$ cat config.mk
export PLATFORM = sky130hd
export DESIGN_NAME = edd_step_div
export DESIGN_NICKNAME = d
export VERILOG_FILES = /design/src/rtl/edd_pkg.sv /design/src/rtl/edd_step_div.sv
export SDC_FILE = /design/constraint.sdc
export NUM_CORES = 1
export LEC_CHECK = 0
export ABC_AREA = 1
export BUFFER_PORTS_ARGS = -buffer_cell sky130_fd_sc_hd__buf_2
export CORE_ASPECT_RATIO = 1.4
export CORE_MARGIN = 1
export CORE_UTILIZATION = 56
export DETAILED_ROUTE_END_ITERATION = 10
export GPL_TIMING_DRIVEN = 0
export PLACE_DENSITY_LB_ADDON = 0.25
export SETUP_SLACK_MARGIN = 0.5
export SLEW_MARGIN = 30
export SYNTH_ARGS = -nofsm -noshare
export SYNTH_HDL_FRONTEND = slang
export SYNTH_SLANG_ARGS = --single-unit
export TNS_END_PERCENT = 50
$ cat constraint.sdc
create_clock -name clock -period 2.3 [get_ports clock]
set_input_delay 0.345 -clock clock [delete_from_list [all_inputs] [get_ports clock]]
set_output_delay 0.345 -clock clock [all_outputs]
set_load 0.1 [all_outputs]
$ cat src/rtl/edd_pkg.sv
// shared types and constants for the error diffusion ditherer
// used by edd_step_div, edd_lane and error_diffusion_dither; no dependencies
package edd_pkg;

   localparam int LANES = 3;
   localparam int PIX_W = 8;

   // floor(x / 255) == (x * RECIP_255) >> RECIP_SHIFT for every 16-bit x
   localparam logic [15:0] RECIP_255   = 16'h8081;
   localparam int          RECIP_SHIFT = 23;

   // diffusion weights, sixteenths
   localparam logic [3:0] W_RIGHT      = 4'd7;
   localparam logic [3:0] W_BELOW_LEFT = 4'd3;
   localparam logic [3:0] W_BELOW      = 4'd5;

   localparam logic [7:0]  STEP_RESET = 8'd255;
   localparam logic [10:0] WIDTH_RESET = 11'd1024;

   // register index, paddr[2]
   localparam logic REG_LEVELS = 1'b0;
   localparam logic REG_WIDTH  = 1'b1;

   typedef enum logic [2:0] {
      ST_IDLE,
      ST_CALC1,
      ST_CALC2,
      ST_FINISH,
      ST_LAST
   } edd_state_type;

   typedef struct packed {
      logic load;
      logic clear;
      logic calc1;
      logic calc2;
      logic finish;
      logic last;
   } edd_ctl_type;

   function automatic logic [7:0] levels_eff(input logic [7:0] lv);
      return (lv == 8'd0) ? 8'd1 : lv;
   endfunction

endpackage

$ cat src/rtl/edd_step_div.sv
// restoring divider that forms the quantization step 255 / levels, one bit a cycle
// depends on edd_pkg
module edd_step_div (
   input  logic       clock,
   input  logic       reset,
   input  logic       start,
   input  logic [7:0] divisor,
   output logic       busy,
   output logic [7:0] quotient
);
   import edd_pkg::*;

   logic       busy_ff;
   logic [2:0] cnt_ff;
   logic [7:0] rem_ff;
   logic [7:0] div_ff;
   logic [7:0] quo_ff;
   logic [8:0] trial;
   logic [8:0] diff;
   logic       fits;
   logic [7:0] rem_in;

   assign trial  = {rem_ff, 1'b1};
   assign diff   = trial - {1'b0, div_ff};
   assign fits   = trial >= {1'b0, div_ff};
   assign rem_in = fits ? diff[7:0] : trial[7:0];

   always_ff @(posedge clock) begin
      if (reset) begin
         busy_ff <= 1'b0;
         cnt_ff  <= 3'd0;
         quo_ff  <= STEP_RESET;
         rem_ff  <= 8'd0;
         div_ff  <= 8'd1;
      end else if (start) begin
         busy_ff <= 1'b1;
         cnt_ff  <= 3'd0;
         rem_ff  <= 8'd0;
         div_ff  <= divisor;
      end else if (busy_ff) begin
         rem_ff <= rem_in;
         quo_ff <= {quo_ff[6:0], fits};
         cnt_ff <= cnt_ff + 3'd1;
         if (cnt_ff == 3'd7) begin
            busy_ff <= 1'b0;
         end
      end
   end

   assign busy     = busy_ff;
   assign quotient = quo_ff;

endmodule

## After elaboration in Yosys (flattened, before gate mapping)

Index checks and enable logic that the tools add are counted.

| word-level totals | value |
|---|---|
| input port bits | 11 |
| word-level logic and storage cells | 16 |
| flip-flop bits (word level) | 28 |

| cells by class | value |
|---|---|
| mux-type cells | 4 |
| $lt $le $gt $ge | 1 |
| reductions and logical operators | 2 |
| bitwise operators | 1 |
| add/subtract/negate cells | 2 |
| eq/ne operators | 1 |

Operators with widths:

| cell | number |
|---|---|
| 9-bit by 8-bit greater-or-equal comparator with 1-bit output | 1 |
| 8-bit two-way mux | 1 |
| 8-bit subtractor | 1 |
| 3-bit by 1-bit adder with 3-bit output, second input constant | 1 |
| 3-bit equality test, second input constant | 1 |
| 1-bit two-way mux | 3 |
| 2-bit AND reduction | 1 |
| 2-bit OR reduction | 1 |
| 1-bit inverter | 1 |

## Longest topological paths before layout

| logic depth | value |
|---|---|
| depth after elaboration | 4 |
| depth in mapped cells | 15 |
| depth with buffers taken out | 15 |

## Least setup slack after synthesis

OpenSTA, ideal clock, no wires.

| path | value |
|---|---|
| path type | flip-flop to flip-flop |
| from | reg busy_ff (netlist: busy) |
| to | reg quo_ff[0] (netlist: quotient[0]) |
| path buffers | 0 |
| clock period less this slack | 1.916 ns |
| library setup time | 0.122 ns |
| path slack | 0.384 ns |
| cell stages (with the launch flop) | 6 |
| arrival | 1.794 ns |
| path through | dfxtp_1 -> inv_2 -> nor2_2 -> inv_2 -> a21oi_1 -> o21ai_1 |

| on the way | value |
|---|---|
| longest elaborated chain between the ends | 1 |

RTL lines:

| item | line | RTL |
|---|---|---|
| start, declared | edd_step_div.sv:13 | `logic busy_ff;` |
| start signal, assigned | edd_step_div.sv:30 | `busy_ff <= 1'b0;` |
| start signal, assigned | edd_step_div.sv:36 | `busy_ff <= 1'b1;` |
| start signal, assigned | edd_step_div.sv:45 | `busy_ff <= 1'b0;` |
| 2-bit AND reduction (no source line) | n/a |  |
| end signal, assigned | edd_step_div.sv:42 | `quo_ff <= {quo_ff[6:0], fits};` |
| end, declared | edd_step_div.sv:17 | `logic [7:0] quo_ff;` |

No other way between the ends.
A chain may end at the register's enable or synchronous reset.

## Worst setup path in the final report

| path | value |
|---|---|
| from | reg rem_ff[0] |
| to | reg rem_ff[3] |

| on the way | value |
|---|---|
| longest elaborated chain between the ends | 2 |
| elaborated cells between the ends (all ways) | 3 |

RTL lines:

| item | line | RTL |
|---|---|---|
| start, declared | edd_step_div.sv:15 | `logic [7:0] rem_ff;` |
| start signal, assigned | edd_step_div.sv:41 | `rem_ff <= rem_in;` |
| 8-bit subtractor / 9-bit by 8-bit greater-or-equal comparator with 1-bit output (equally long branches) | edd_step_div.sv:24, edd_step_div.sv:25 |  |
| 8-bit two-way mux (*) | edd_step_div.sv:26 | `assign rem_in = fits ? diff[7:0] : trial[7:0];` |

Mark *: on every way between the ends. The rest lies on a longest branch, timed or not.

==> flow_metrics.env <==
export IMPL_outcome="finished clean"
export IMPL_max_freq_ghz=0.5248
export IMPL_r2r_slack_ns=0.39
export IMPL_syn_area_mm2=0.001453
export IMPL_yosysTopAreaCell="dfxtp_1"
export IMPL_drive_above_1_share_pct=26.92
export IMPL_relSlewSlack_pct=67.90
export IMPL_setup_viol=0
export IMPL_ys_seq_elements=28
export IMPL_hold_buffers=0
export IMPL_crit_type="reg2reg"
export IMPL_synth_area_top_cells="dfxtp_1, nand2_1, ha_1, inv_1, nand3_1"
export IMPL_die_y_um=62.26
export IMPL_wl_um=3433
export IMPL_cp_required_ns=2.56
export IMPL_numPortBuffers=19
export IMPL_finalClockSkew_ns=0.004706
export IMPL_nets=256
export IMPL_dp_cells=253
export IMPL_syn_num_nets=221
export IMPL_synthToLayoutAreaGrowth_pct=22.14
export IMPL_cp_arrival_ns=2.16
export IMPL_layout_commonest_cell="nand2_1"
export IMPL_ir_worst_vdd_v=0.0005652
export IMPL_antennaDiodeCount=0
export IMPL_vias=1385
export IMPL_hpwl_um=2404
export IMPL_seq_area_um2=564.3
export IMPL_rsz0062_at_grt="true"
export IMPL_cp_start_kind="register"
export IMPL_initial_core_util_pct=60.09
export IMPL_place_area_mm2=0.001592
export IMPL_ant_nets=0
export IMPL_min_period_ns=1.905
export IMPL_cts_made_buffers=3
export IMPL_final_cells=268
export IMPL_fillers=180
export IMPL_core_mm2=0.002417
export IMPL_vias_per_cell=5.168
export IMPL_grt_antenna_before_repair=0
export IMPL_postSynthCellCount=200
export IMPL_grt_max_degree=17
export IMPL_holdWs_ns=0.2029
export IMPL_p_per_area_mw_per_mm2=719.4
export IMPL_die_area_mm2=0.002805
export IMPL_ys_seq_area_share_pct=38.59
export IMPL_holdCritPathClass="in2reg"
export IMPL_drt_iter0_markers=44
export IMPL_slew_viol_final=0
export IMPL_pin_count=20
export IMPL_clock_sinks=28
export IMPL_grt_use_total_pct=27.14
export IMPL_dieWidth_um=45.05
export IMPL_root_buffer="clkbuf_4"
export IMPL_maxCapViolations=0
export IMPL_p_leak_uw=0.0008901
export IMPL_clk_latency_ns=0.34
export IMPL_synth_cell_types=26
export IMPL_rows=21
export IMPL_cts_tree="done"
export IMPL_p_total_uw=1276
export IMPL_avgSynthCellArea_um2=7.263
export IMPL_dr_pass1_iters=6
export IMPL_grt_pass1_wl_um=5637
export IMPL_clockBufferDepth=2
export IMPL_critPathCaptureType="register"
export IMPL_max_slew_worst_pin_slew_ns=0.4848
export IMPL_grt_pass1_vias=1300
export IMPL_synth_top_cell_area_share_pct=38.59
export IMPL_htreeDepth=1
export IMPL_place_congestion=0.8271
export IMPL_clk_pin_slew_ns=0.15
export IMPL_overflow=0
export IMPL_final_area_mm2=0.001774
export IMPL_synth_warnings=0
export IMPL_multi_input_area_um2=800.8
export IMPL_most_common_layout_cells="nand2_1, inv_1, dfxtp_1, buf_2, nand3_1"
export IMPL_fin_crit_sh_pct=82.84
export IMPL_tns_ns=0
export IMPL_crit_fanout=2
export IMPL_wire_per_inst_um=12.81
export IMPL_hold_viol_final=0
export IMPL_post_route_drc_count=0
## report_power, final
group | switching [uW] | internal (uW)
combinational | 269 | 151
sequential | 19.1 | 513
clock | 148 | 177
## cell type report
class	instances	area share [%]
plain buffers	4	1.269
clock buffers	3	1.269
clock inverters	1	1.693
inverters	31	6.559
multi-input cells	137	45.13
flip-flops and latches	28	31.81
well taps	34	2.398
repair buffers	30	9.873
## worst max-delay path, stage by stage, from the launching register on
cell and delay [ns]:
dfxtp_2 0.37, inv_2 0.05, ha_4 0.15, inv_2 0.06
fa_2 0.21, nand2_2 0.08, buf_4 0.14, buf_4 0.12
buf_4 0.12, buf_4 0.13, buf_4 0.12, nand3_1 0.07
nand3_1 0.09, nand2_1 0.08, inv_1 0.04
## per-stage QoR
stage	utilization (%)	worst slack, ns
6_report	73.40	0.3946
5_1_grt	73.40	0.3184
4_1_cts	71.95	0.3899
3_5_place_dp	65.84	0.3248
3_3_place_gp	65.84	0.3711
2_1_floorplan	-	0.5183
## flip-flops by register name, summed over array words and instances, names as in the netlist
name	cells
rem_ff	8
quotient	8
busy	1
div_ff	8
cnt_ff	3
## cells in the mapped netlist
master    count
o21ai_0       9
nor2_1       14
o21ai_1       3
nand2_1      50
o211ai_2      1
dfxtp_1      28
nand2_2       3
nand3_2       1
ha_1          9
or2_4         1
clkbuf_1      3
inv_1        28
inv_2         2
clkinv_1      1
nor2_2        1
nand3b_1      2
xnor2_1       3
nand3_1      15
nand2_4       1
a21oi_1      13
a31oi_1       2
buf_6         1
fa_1          1
a21oi_2       4
or2_2         3
nor3_1        1
## cell families after synthesis
group / synth area share, %
fa+ha+maj: 9.130
xor+xnor: 1.809
flops: 38.59
buf+inv: 9.561
compound gates: 12.75
simple gates: 28.17
## metal layers
layer	up-vias	GRT usage (%)	wire, um
li1	704	-	-
met1	631	29.74	1340
met2	35	48.37	1871
met3	15	2.616	87
met4	0	14.02	133
met5	-	0	0
## timing repair
item                                    CTS  global route
setup buffers                             8             2
gates cloned                              1             0
resized for setup                        11             4
pin swaps                                 9             6
endpoints found under the setup margin    8             9
## final timing paths
check / to / depth (start not counted) / startpoint
hold / removal: busy$_SDFF_PP0_ / 2 / reset
hold reg to reg: div_ff[3]$_SDFFE_PP0P_ / 2 / div_ff[3]$_SDFFE_PP0P_
setup / recovery: rem_ff[3]$_SDFFE_PP0P_ / 14 / rem_ff[0]$_SDFFE_PP0P_
setup reg to reg: rem_ff[3]$_SDFFE_PP0P_ / 14 / rem_ff[0]$_SDFFE_PP0P_
Note: power is estimated with default switching activity, not from simulation.
