===== config.mk =====
export PLATFORM = sky130hd
export DESIGN_NAME = edd_lane
export DESIGN_NICKNAME = d
export VERILOG_FILES = /design/src/rtl/edd_pkg.sv /design/src/rtl/edd_lane.sv
export SDC_FILE = /design/constraint.sdc
export NUM_CORES = 1
export LEC_CHECK = 0
export ABC_CLOCK_PERIOD_IN_PS = 20500
export BUFFER_PORTS_ARGS = -buffer_cell sky130_fd_sc_hd__buf_2
export CAP_MARGIN = 20
export CELL_PAD_IN_SITES_DETAIL_PLACEMENT = 0
export CELL_PAD_IN_SITES_GLOBAL_PLACEMENT = 2
export CORE_MARGIN = 2
export CORE_UTILIZATION = 40
export DETAILED_ROUTE_END_ITERATION = 7
export PLACE_DENSITY = 0.91
export SLEW_MARGIN = 20
export SYNTH_ARGS = -nofsm -noshare
export SYNTH_HDL_FRONTEND = slang
export SYNTH_SLANG_ARGS = --single-unit

===== constraint.sdc =====
create_clock -name clock -period 20.5 [get_ports clock]
set_input_delay 6.15 -clock clock [delete_from_list [all_inputs] [get_ports clock]]
set_output_delay 6.15 -clock clock [all_outputs]
set_load 0.02 [all_outputs]

===== src/rtl/edd_pkg.sv =====
// shared types and constants for the error diffusion ditherer
// used by edd_step_div, edd_lane and error_diffusion_dither; no dependencies
package edd_pkg;

   localparam int LANES = 3;
   localparam int PIX_W = 8;

   // floor(x / 255) == (x * RECIP_255) >> RECIP_SHIFT for every 16-bit x
   localparam logic [15:0] RECIP_255   = 16'h8081;
   localparam int          RECIP_SHIFT = 23;

   // diffusion weights, sixteenths
   localparam logic [3:0] W_RIGHT      = 4'd7;
   localparam logic [3:0] W_BELOW_LEFT = 4'd3;
   localparam logic [3:0] W_BELOW      = 4'd5;

   localparam logic [7:0]  STEP_RESET = 8'd255;
   localparam logic [10:0] WIDTH_RESET = 11'd1024;

   // register index, paddr[2]
   localparam logic REG_LEVELS = 1'b0;
   localparam logic REG_WIDTH  = 1'b1;

   typedef enum logic [2:0] {
      ST_IDLE,
      ST_CALC1,
      ST_CALC2,
      ST_FINISH,
      ST_LAST
   } edd_state_type;

   typedef struct packed {
      logic load;
      logic clear;
      logic calc1;
      logic calc2;
      logic finish;
      logic last;
   } edd_ctl_type;

   function automatic logic [7:0] levels_eff(input logic [7:0] lv);
      return (lv == 8'd0) ? 8'd1 : lv;
   endfunction

endpackage


===== src/rtl/edd_lane.sv =====
// one color channel: error correction, quantization and error shares
// depends on edd_pkg
module edd_lane (
   input  logic                clock,
   input  logic                reset,
   input  edd_pkg::edd_ctl_type ctl,
   input  logic [7:0]          pixel,
   input  logic [7:0]          buf_err,
   input  logic [23:0]         k,
   input  logic [7:0]          step,
   output logic [7:0]          q_out,
   output logic [7:0]          left_err,
   output logic [7:0]          below_err
);
   import edd_pkg::*;

   logic [6:0]  carry_ff;
   logic [6:0]  pend0_ff;
   logic [3:0]  pend1_ff;
   logic [7:0]  pix_ff;
   logic [7:0]  v_ff;
   logic [31:0] p_ff;
   logic [7:0]  q_ff;

   logic [9:0]  sum;
   logic [7:0]  v_in;
   logic [31:0] p_in;
   logic [15:0] q_wide;
   logic [7:0]  e;
   logic [11:0] e7;
   logic [11:0] e3;
   logic [11:0] e5;
   logic [6:0]  right_sh;
   logic [5:0]  bl_sh;
   logic [6:0]  b_sh;
   logic [6:0]  next_a;

   assign sum  = {2'b00, pix_ff} + {3'b000, carry_ff} + {2'b00, buf_err};
   assign v_in = (sum > 10'd255) ? 8'd255 : sum[7:0];
   assign p_in = {24'd0, v_in} * {8'd0, k};

   assign q_wide = {8'd0, p_ff[RECIP_SHIFT +: 8]} * {8'd0, step};

   assign e        = v_ff - q_ff;
   assign e7       = {4'd0, e} * {8'd0, W_RIGHT};
   assign e3       = {4'd0, e} * {8'd0, W_BELOW_LEFT};
   assign e5       = {4'd0, e} * {8'd0, W_BELOW};
   assign right_sh = e7[10:4];
   assign bl_sh    = e3[9:4];
   assign b_sh     = e5[10:4];
   assign next_a   = {3'b000, pend1_ff} + b_sh;

   always_ff @(posedge clock) begin
      if (reset) begin
         carry_ff <= 7'd0;
         pend0_ff <= 7'd0;
         pend1_ff <= 4'd0;
      end else if (ctl.load && ctl.clear) begin
         carry_ff <= 7'd0;
         pend0_ff <= 7'd0;
         pend1_ff <= 4'd0;
      end else if (ctl.finish) begin
         if (ctl.last) begin
            carry_ff <= 7'd0;
            pend0_ff <= 7'd0;
            pend1_ff <= 4'd0;
         end else begin
            carry_ff <= right_sh;
            pend0_ff <= next_a;
            pend1_ff <= e[7:4];
         end
      end
   end

   always_ff @(posedge clock) begin
      if (ctl.load) begin
         pix_ff <= pixel;
      end
      if (ctl.calc1) begin
         v_ff <= v_in;
         p_ff <= p_in;
      end
      if (ctl.calc2) begin
         q_ff <= q_wide[7:0];
      end
   end

   assign q_out     = q_ff;
   assign left_err  = {1'b0, pend0_ff} + {2'b00, bl_sh};
   assign below_err = {1'b0, next_a};

endmodule


* Yosys cells after proc, flatten, opt, wreduce, memory -nomap -nowiden
Cells that the tools add are included.
W data, S select, Z words.
** Storage, ports and cells
- Bits of input ports :: 56
- Logic and storage cells :: 24
- Bits in registers :: 73
- Output and inout port bits :: 24
** Cells by class
- Order comparisons :: 1
- $add $sub $neg :: 5
- Multipliers :: 5
- Reductions and logical operators :: 2
- Multiplexer cells :: 4
** Operators with widths (count)
- $mul A8 B24 Y31 :: 1
- $mul A8 B3 Y11 const B :: 2
- $mux W7 :: 2
- $add A9 B8 Y10 :: 1
- $gt A10 B8 Y1 const B :: 1
- $mul A8 B2 Y10 const B :: 1
- $add A8 B7 Y9 :: 1
- $add A7 B6 Y8 :: 1
- $mul A8 B8 Y8 :: 1
- $mux W8 :: 1
- $sub A8 B8 Y8 :: 1
- $add A4 B7 Y7 :: 1
- $mux W4 :: 1
- $reduce_or A2 Y1 :: 1
- $logic_and A1 B1 Y1 :: 1

* Logic depth before layout (Yosys ltp)
Gate-level depths: netlist of the first run.
- Depth after elaboration :: 5
- Gate-level depth with buffers :: 29
- Depth with buffers taken out :: 28

* Worst setup path before layout of the first run
OpenSTA, ideal clock, no wires.
- Kind :: input to register
- From :: in buf_err[1]
- To :: reg p_ff[27], data pin
- Arrival time :: 12.436 ns
- Setup slack :: 7.806 ns
- Data required time :: 20.242 ns
- Stages :: 27
- Buffers on the path :: 1
- Library setup time :: 0.258 ns
- Cell sequence :: inv_1 > fa_1 > inv_1 > ha_1 > fa_1 > a211oi_1 > o21bai_1 > a21oi_1 > xor2_1 > nand2_1 > clkbuf_1 > and2_1 > fa_1 > fa_1 > fa_1 > inv_1 > fa_1 > inv_1 > ha_1 > nand3_1 > nor2_1 > and4_1 > a21boi_0 > a2111oi_0 > o22ai_2 > a21oi_1 > xnor2_1
** On the way
- Word-level cells in the longest chain between the ends :: 4
** RTL lines
- from (decl) :: RTL line edd_lane.sv:8 : input logic [7:0] buf_err,
- $add A9 B8 Y10 * :: RTL line edd_lane.sv:38 : assign sum = {2'b00, pix_ff} + {3'b000, carry_ff} + {2'b00, buf_err};
- $gt A10 B8 Y1 :: RTL line edd_lane.sv:39 : assign v_in = (sum > 10'd255) ? 8'd255 : sum[7:0];
- $mux W8 * :: RTL line edd_lane.sv:39
- via v_in[7] :: RTL line edd_lane.sv:26 : logic [7:0] v_in;
- $mul A8 B24 Y31 * :: RTL line edd_lane.sv:40 : assign p_in = {24'd0, v_in} * {8'd0, k};
- via p_in[27] :: RTL line edd_lane.sv:27 : logic [31:0] p_in;
- to (signal assigned) :: RTL line edd_lane.sv:81 : p_ff <= p_in;
- to (decl) :: RTL line edd_lane.sv:22 : logic [31:0] p_ff;
The timed path passes the listed nets; every way through them passes the cells marked *.
A chain may end at the register's enable or synchronous reset.

* Final worst setup path of the first run
- From :: in buf_err[1]
- To :: reg p_ff[27], data pin
** On the way
- Word-level cells in the longest chain between the ends :: 4
** RTL lines (RTL line)
- $add A9 B8 Y10 * :: edd_lane.sv:38
- $gt A10 B8 Y1 :: edd_lane.sv:39
- $mux W8 * :: edd_lane.sv:39
- $mul A8 B24 Y31 * :: edd_lane.sv:40
- via p_in[27] :: edd_lane.sv:27
Marks and branches as above.

==> flow_metrics.py, run 1 <==
metrics = {
    "run_status": {
        "run_status": "finished clean",
    },
    "sta": {
        "slew_worst_pin_ps": 1070,
        "timing_hold_violations_final": 0,
        "setup_viol": 0,
        "setup_repair_after_global_routing_missed_its_margin": "false",
        "worst_clock_skew_ps": 3.38,
        "maxSlewHeadroom_pct": 28.5,
        "final_min_period_over_clock_period_pct": 65.3,
        "report.final.slew_viol_count": 0,
        "fmax_mhz": 74.8,
        "worst_hold_slack_ps": 461,
        "final_critical_period_ps": 13380,
        "totalNegativeSetupSlack_ps": 0,
    },
    "worst_setup_path": {
        "worstSetupEndpointType": "register",
        "cp_data_arrival_time_ps": 13430,
        "worst_r2r_end": "p_ff[27]",
        "worstPathMaxFanout": 25,
        "origin_of_the_worst_setup_path": "buf_err[1]",
        "critical_path.reg2reg.startpoint": "carry_ff[1]",
        "capturing_instance_or_port_of_the_critical_path": "p_ff[27]",
        "critPathLaunchType": "primary input",
        "rr_worst_depth": 26,
        "critPathKind": "in -> reg",
        "rrSetupSlack_ps": 12690,
        "cp.required_ps": 20560,
    },
    "placed_design": {
        "port-buffer-count": 78,
        "detailed_place_hpwl_mm": 18.7,
        "dpl-instance-area_mm2": 0.0110,
        "place.detailed.instances": 1503,
        "routabilityCongestion": 0.787,
    },
    "synth": {
        "flop_and_latch_count_out_of_synthesis": 50,
        "netlist-cell-type-count": 62,
        "synth-main-ff-cell": "sky130_fd_sc_hd__edfxtp_1",
        "postSynth.asyncResetShare_pct": 0,
        "yosysTopAreaCell": "sky130_fd_sc_hd__fa_1",
        "synth_largest_type_area_fraction_pct": 31.4,
        "post_synthesis_net_count": 1440,
        "synth.area.top_cells": "sky130_fd_sc_hd__fa_1 31%, sky130_fd_sc_hd__ha_1 14%, sky130_fd_sc_hd__edfxtp_1 9.4%, sky130_fd_sc_hd__and2_1 9.3%, sky130_fd_sc_hd__inv_1 7.7%",
        "synthesis.area_mm2": 0.0103,
        "fraction_of_the_yosys_area_taken_by_sequential_cells_pct": 12.9,
        "yosysWarningCount": 0,
        "post_synth_inst_count": 1110,
        "synth_area_per_cell_um2": 9.24,
        "number_of_flops_mapped_to_enable_cells_by_yosys": 32,
    },
    "final_layout": {
        "instances_no_fill": 1511,
        "number_of_diodes": 0,
        "areaGrowthSynthToFinish_pct": 8.80,
        "finalInstanceArea_mm2": 0.0112,
        "layout_common_cells": "211 x sky130_fd_sc_hd__inv_1, 161 x sky130_fd_sc_hd__fa_1, 152 x sky130_fd_sc_hd__and2_1",
        "finalNetCount": 1510,
        "layout_commonest_cell": "sky130_fd_sc_hd__inv_1",
        "layout-drive-gt1-share_pct": 9.31,
    },
    "clock_network": {
        "clk_path_buf_depth": 2,
        "tritoncts": "built",
        "htreeDepth": 2,
        "clock_insertion_delay_worst_skew_ps": 300,
        "cts.clk_slew.worst_paths_ps": 70,
        "postCtsHoldBufs": 0,
        "cts_root_buffer": "sky130_fd_sc_hd__clkbuf_16",
        "post_cts.resized_instances": 0,
        "sinks_on_the_clock_net": 50,
        "cts_setup_buffers": 0,
        "number_of_buffers_added_by_the_clock_tree_synthesis_step": 5,
    },
    "die": {
        "number_of_rows_created_at_floorplan": 58,
        "die_h_um": 164,
        "floorplan_core_area_mm2": 0.0252,
        "floorplan.initialDensity_pct": 40.7,
        "pin_count": 80,
        "die-width_um": 164,
        "die_area_mm2": 0.0269,
    },
    "grt": {
        "grt_pass1_vias": 7923,
        "grt_max_degree": 26,
        "globalRouteTotalUtil_pct": 18.0,
        "antenna_found_initial": 2,
        "grt-ovfl-total": 0,
        "first_pass_grt_wire_length_mm": 38.8,
    },
    "detailed_routing": {
        "routed_via_density": 4.95,
        "detail_route.first_pass.iterations": 4,
        "ant_nets": 0,
        "wirelength_mm": 22.4,
        "drtIter0Drc": 349,
        "route.detailed.drc": 0,
        "route.vias.total": 7487,
        "routed_wire_length_per_instance_um": 14.8,
    },
    "run": {
        "timing.max_cap.violations": 0,
    },
    "hold_path": {
        "worstHoldPathType": "reg -> reg",
    },
}
-- flip-flops by register name (all words and copies together) (netlist names) --
| name | count |
|---|---|
| carry_ff | 7 |
| pix_ff | 8 |
| pend1_ff | 4 |
| pend0_ff | 7 |
| v_ff | 8 |
| q_out | 8 |
| p_ff | 8 |
-- logic make-up after synthesis --
family | Yosys count | synth area share, %
and+or+nand+nor | 348 | 18.2
adders and majority gates | 274 | 45.2
buffers and inverters | 232 | 8.53
AOI/OAI and AO/OA | 147 | 9.88
xor gates and xnor gates | 58 | 5.25
DFF | 50 | 12.9
other | 1 | 0.0366
-- metrics by stage --
step                util (%)  setup slack, ps
finish                  44.3             7120
global route            44.3             6550
CTS                     44.3             7110
detailed placement      43.7             6780
global placement        43.7             6970
floorplan                  -             7810
-- layout make-up --
cell class	count	area, µm²
Inverter	212	796
Clock buffer	7	133
Timing Repair Buffer	83	428
Tap cell	330	413
Fill cell	2516	14000
Sequential cell	50	1320
Clock inverter	1	7.51
Multi-Input combinational cell	828	8060
-- metal layers --
metal	GRT usage, %	vias up	wire (µm)
met3	2.20	26	862
met1	24.9	3688	10700
met2	30.6	126	10400
li1	-	3643	-
met5	0	-	30
met4	3.15	4	303
-- critical path, stage by stage --
cell,delay [ps]
sky130_fd_sc_hd__buf_2,70
sky130_fd_sc_hd__inv_1,40
sky130_fd_sc_hd__fa_1,530
sky130_fd_sc_hd__inv_1,50
sky130_fd_sc_hd__ha_1,210
sky130_fd_sc_hd__fa_1,480
sky130_fd_sc_hd__a211oi_1,350
sky130_fd_sc_hd__o21bai_1,130
sky130_fd_sc_hd__a21oi_1,190
sky130_fd_sc_hd__xor2_1,220
sky130_fd_sc_hd__nand2_1,540
sky130_fd_sc_hd__and2_1,420
sky130_fd_sc_hd__fa_1,500
sky130_fd_sc_hd__fa_1,510
sky130_fd_sc_hd__fa_1,540
sky130_fd_sc_hd__inv_1,60
sky130_fd_sc_hd__fa_1,530
sky130_fd_sc_hd__inv_1,40
sky130_fd_sc_hd__ha_1,350
sky130_fd_sc_hd__nand3_1,160
sky130_fd_sc_hd__nor2_1,70
sky130_fd_sc_hd__and4_1,190
sky130_fd_sc_hd__a21boi_0,140
sky130_fd_sc_hd__a2111oi_0,500
sky130_fd_sc_hd__o22ai_2,160
sky130_fd_sc_hd__a21oi_1,200
sky130_fd_sc_hd__xnor2_1,80
-- Yosys cell counts, types with 18 or more instances --
master / number
sky130_fd_sc_hd__a21oi_1: 38
sky130_fd_sc_hd__and2_1: 152
sky130_fd_sc_hd__dfxtp_1: 18
sky130_fd_sc_hd__edfxtp_1: 32
sky130_fd_sc_hd__fa_1: 161
sky130_fd_sc_hd__ha_1: 113
sky130_fd_sc_hd__inv_1: 211
sky130_fd_sc_hd__nand2_1: 82
sky130_fd_sc_hd__nor2_1: 40
sky130_fd_sc_hd__nor2b_1: 28
sky130_fd_sc_hd__o21ai_0: 25
sky130_fd_sc_hd__xnor2_1: 40
-- worst min path at each step --
| stage | start | endpoint | slack [ps] | cells past startpoint |
|---|---|---|---|---|
| floorplan | carry_ff[6] | carry_ff[6] | 430 | 2 |
| global placement | carry_ff[6] | carry_ff[6] | 440 | 2 |
| detailed placement | carry_ff[6] | carry_ff[6] | 450 | 2 |
| CTS | carry_ff[6] | carry_ff[6] | 460 | 2 |
| global route | carry_ff[6] | carry_ff[6] | 510 | 2 |
| finish | carry_ff[6] | carry_ff[6] | 460 | 2 |
Power of run 1 is left out: the tool's default activity adds up to more than one toggle a clock period on the data nets, which glitch-free logic cannot reach.
==> inputs of run 2 (changes only) <==
--- a/config.mk
+++ b/config.mk
@@ -5,15 +5,15 @@
 export SDC_FILE = /design/constraint.sdc
 export NUM_CORES = 1
 export LEC_CHECK = 0
-export ABC_CLOCK_PERIOD_IN_PS = 20500
+export ABC_CLOCK_PERIOD_IN_PS = 11300
 export BUFFER_PORTS_ARGS = -buffer_cell sky130_fd_sc_hd__buf_2
 export CAP_MARGIN = 20
 export CELL_PAD_IN_SITES_DETAIL_PLACEMENT = 0
 export CELL_PAD_IN_SITES_GLOBAL_PLACEMENT = 2
 export CORE_MARGIN = 2
-export CORE_UTILIZATION = 40
+export CORE_UTILIZATION = 36
 export DETAILED_ROUTE_END_ITERATION = 7
-export PLACE_DENSITY = 0.91
+export PLACE_DENSITY = 0.87
 export SLEW_MARGIN = 20
 export SYNTH_ARGS = -nofsm -noshare
 export SYNTH_HDL_FRONTEND = slang
==> constraint.sdc (replaced) <==
create_clock -name clock -period 11.3 [get_ports clock]
set_input_delay 3.39 -clock clock [delete_from_list [all_inputs] [get_ports clock]]
set_output_delay 3.39 -clock clock [all_outputs]
set_load 0.02 [all_outputs]
==> run 2 against run 1 <==
  * Clock skew rose by 0.68 ps
  * Register-to-register slack got worse by 9000 ps
  * Critical path depth rose by 1
  * Largest cell class unchanged
  * Highest routed layer unchanged
==> flow_metrics.py, run 2 (same netlist as run 1, synthesis figures left out) <==
metrics = {
    "sta": {
        "setup_repair_after_global_routing_missed_its_margin": "false",
        "worst_hold_slack_ps": 489,
        "report.final.slew_viol_count": 0,
        "final_critical_period_ps": 10420,
        "totalNegativeSetupSlack_ps": 0,
        "setup_viol": 0,
        "maxSlewHeadroom_pct": 30.2,
        "worst_clock_skew_ps": 4.06,
        "timing_hold_violations_final": 0,
        "final_min_period_over_clock_period_pct": 92.2,
        "final.setup.worst_slack_ps": 880,
        "fmax_mhz": 96.0,
        "slew_worst_pin_ps": 1050,
    },
    "die": {
        "die_h_um": 173,
        "number_of_rows_created_at_floorplan": 61,
        "floorplan_core_area_mm2": 0.0279,
        "die_area_mm2": 0.0299,
        "die-width_um": 173,
        "pin_count": 80,
        "floorplan.initialDensity_pct": 36.7,
    },
    "detailed_routing": {
        "route.detailed.drc": 0,
        "routed_wire_length_per_instance_um": 14.6,
        "ant_nets": 0,
        "route.vias.total": 7401,
        "drtIter0Drc": 304,
        "detail_route.first_pass.iterations": 4,
        "routed_via_density": 4.73,
        "wirelength_mm": 22.9,
    },
    "clock_network": {
        "cts_root_buffer": "sky130_fd_sc_hd__clkbuf_16",
        "post_cts.resized_instances": 0,
        "tritoncts": "built",
        "postCtsHoldBufs": 0,
        "number_of_buffers_added_by_the_clock_tree_synthesis_step": 5,
        "sinks_on_the_clock_net": 50,
        "clk_path_buf_depth": 2,
        "clock_insertion_delay_worst_skew_ps": 290,
        "htreeDepth": 2,
        "cts.clk_slew.worst_paths_ps": 70,
        "cts_setup_buffers": 0,
    },
    "final_layout": {
        "instances_no_fill": 1565,
        "final-seq-area_mm2": 0.00132,
        "multi_input_area_mm2": 0.00806,
        "filler_cell_count": 2838,
        "layout-drive-gt1-share_pct": 9.94,
        "layout_commonest_cell": "sky130_fd_sc_hd__inv_1",
        "finalNetCount": 1516,
        "number_of_diodes": 0,
        "layout_common_cells": "211 x sky130_fd_sc_hd__inv_1, 161 x sky130_fd_sc_hd__fa_1, 152 x sky130_fd_sc_hd__and2_1",
        "areaGrowthSynthToFinish_pct": 10.1,
    },
    "worst_setup_path": {
        "critical-path-max-stage-delay_ps": 550,
        "cp_data_arrival_time_ps": 10460,
        "cp_delay_by_family_top": "adder cells",
        "rrSetupSlack_ps": 3740,
        "critPathMostFrequentCell": "sky130_fd_sc_hd__fa_1",
        "critPathBufInv": 6,
        "critPathKind": "in -> reg",
        "worstSetupEndpointType": "register",
        "worstPathMaxFanout": 16,
        "cp.required_ps": 11340,
        "critPathLaunchType": "primary input",
        "critical-path-slowest-cell": "sky130_fd_sc_hd__a2111oi_0",
    },
    "grt": {
        "antenna_found_initial": 3,
        "globalRouteTotalUtil_pct": 16.2,
        "grt-ovfl-total": 0,
        "first_pass_grt_wire_length_mm": 40.0,
        "grt_max_degree": 25,
        "grt_pass1_vias": 7851,
    },
    "placed_design": {
        "port-buffer-count": 78,
        "detailed_place_hpwl_mm": 19.0,
        "routabilityCongestion": 0.779,
        "place.detailed.instances": 1557,
        "preCtsSetupSlack_ps": 554,
    },
    "hold_path": {
        "worstHoldPathType": "reg -> reg",
    },
    "run_status": {
        "run_status": "finished clean",
    },
    "run": {
        "timing.max_cap.violations": 0,
    },
}
## run 2: cell types whose count changed in the layout (fill, tap and decap cells not counted), sizes merged
cell      change
clkinv        +2
clkbuf        -2
bufinv        +1
buf           +6
clkinvlp      -1
## run 2: metal layers
layer,GRT usage [%],share of wire (%),vias to the layer above
li1,-,-,3662
met1,23.1,49,3627
met2,27.5,47,92
met3,1.89,3.7,16
met4,1.66,0.69,4
met5,0,0.092,-
## run 2: tightest hold or removal path, stage by stage (launching register included)
cell and delay, ps:
sky130_fd_sc_hd__dfxtp_1 330, sky130_fd_sc_hd__nand2_1 50, sky130_fd_sc_hd__o21ai_0 60
## run 2: through the flow
step	utilization (%)	cell area, µm²
floorplan	-	10300
finish	40.4	11300
global route	40.4	11300
detailed placement	39.8	11100
global placement	39.8	11100
CTS	40.4	11300
## run 2: final cells by class
class	count	share of cell area, %
timing repair buffer	89	4.19
multi-input combinational	828	71.4
clock buffer	5	1.11
tap	378	4.19
inverter	212	7.05
clock inverter	3	0.355
sequential	50	11.7
## run 2: final timing paths
check	cells after the start	start	endpoint
worst min register to register	2	carry_ff[6]	carry_ff[6]
worst max register to register	27	carry_ff[1]	p_ff[27]
worst max-delay path	28	buf_err[1]	p_ff[27]
worst min-delay path	2	carry_ff[6]	carry_ff[6]
Power of run 2 is left out for the same reason.
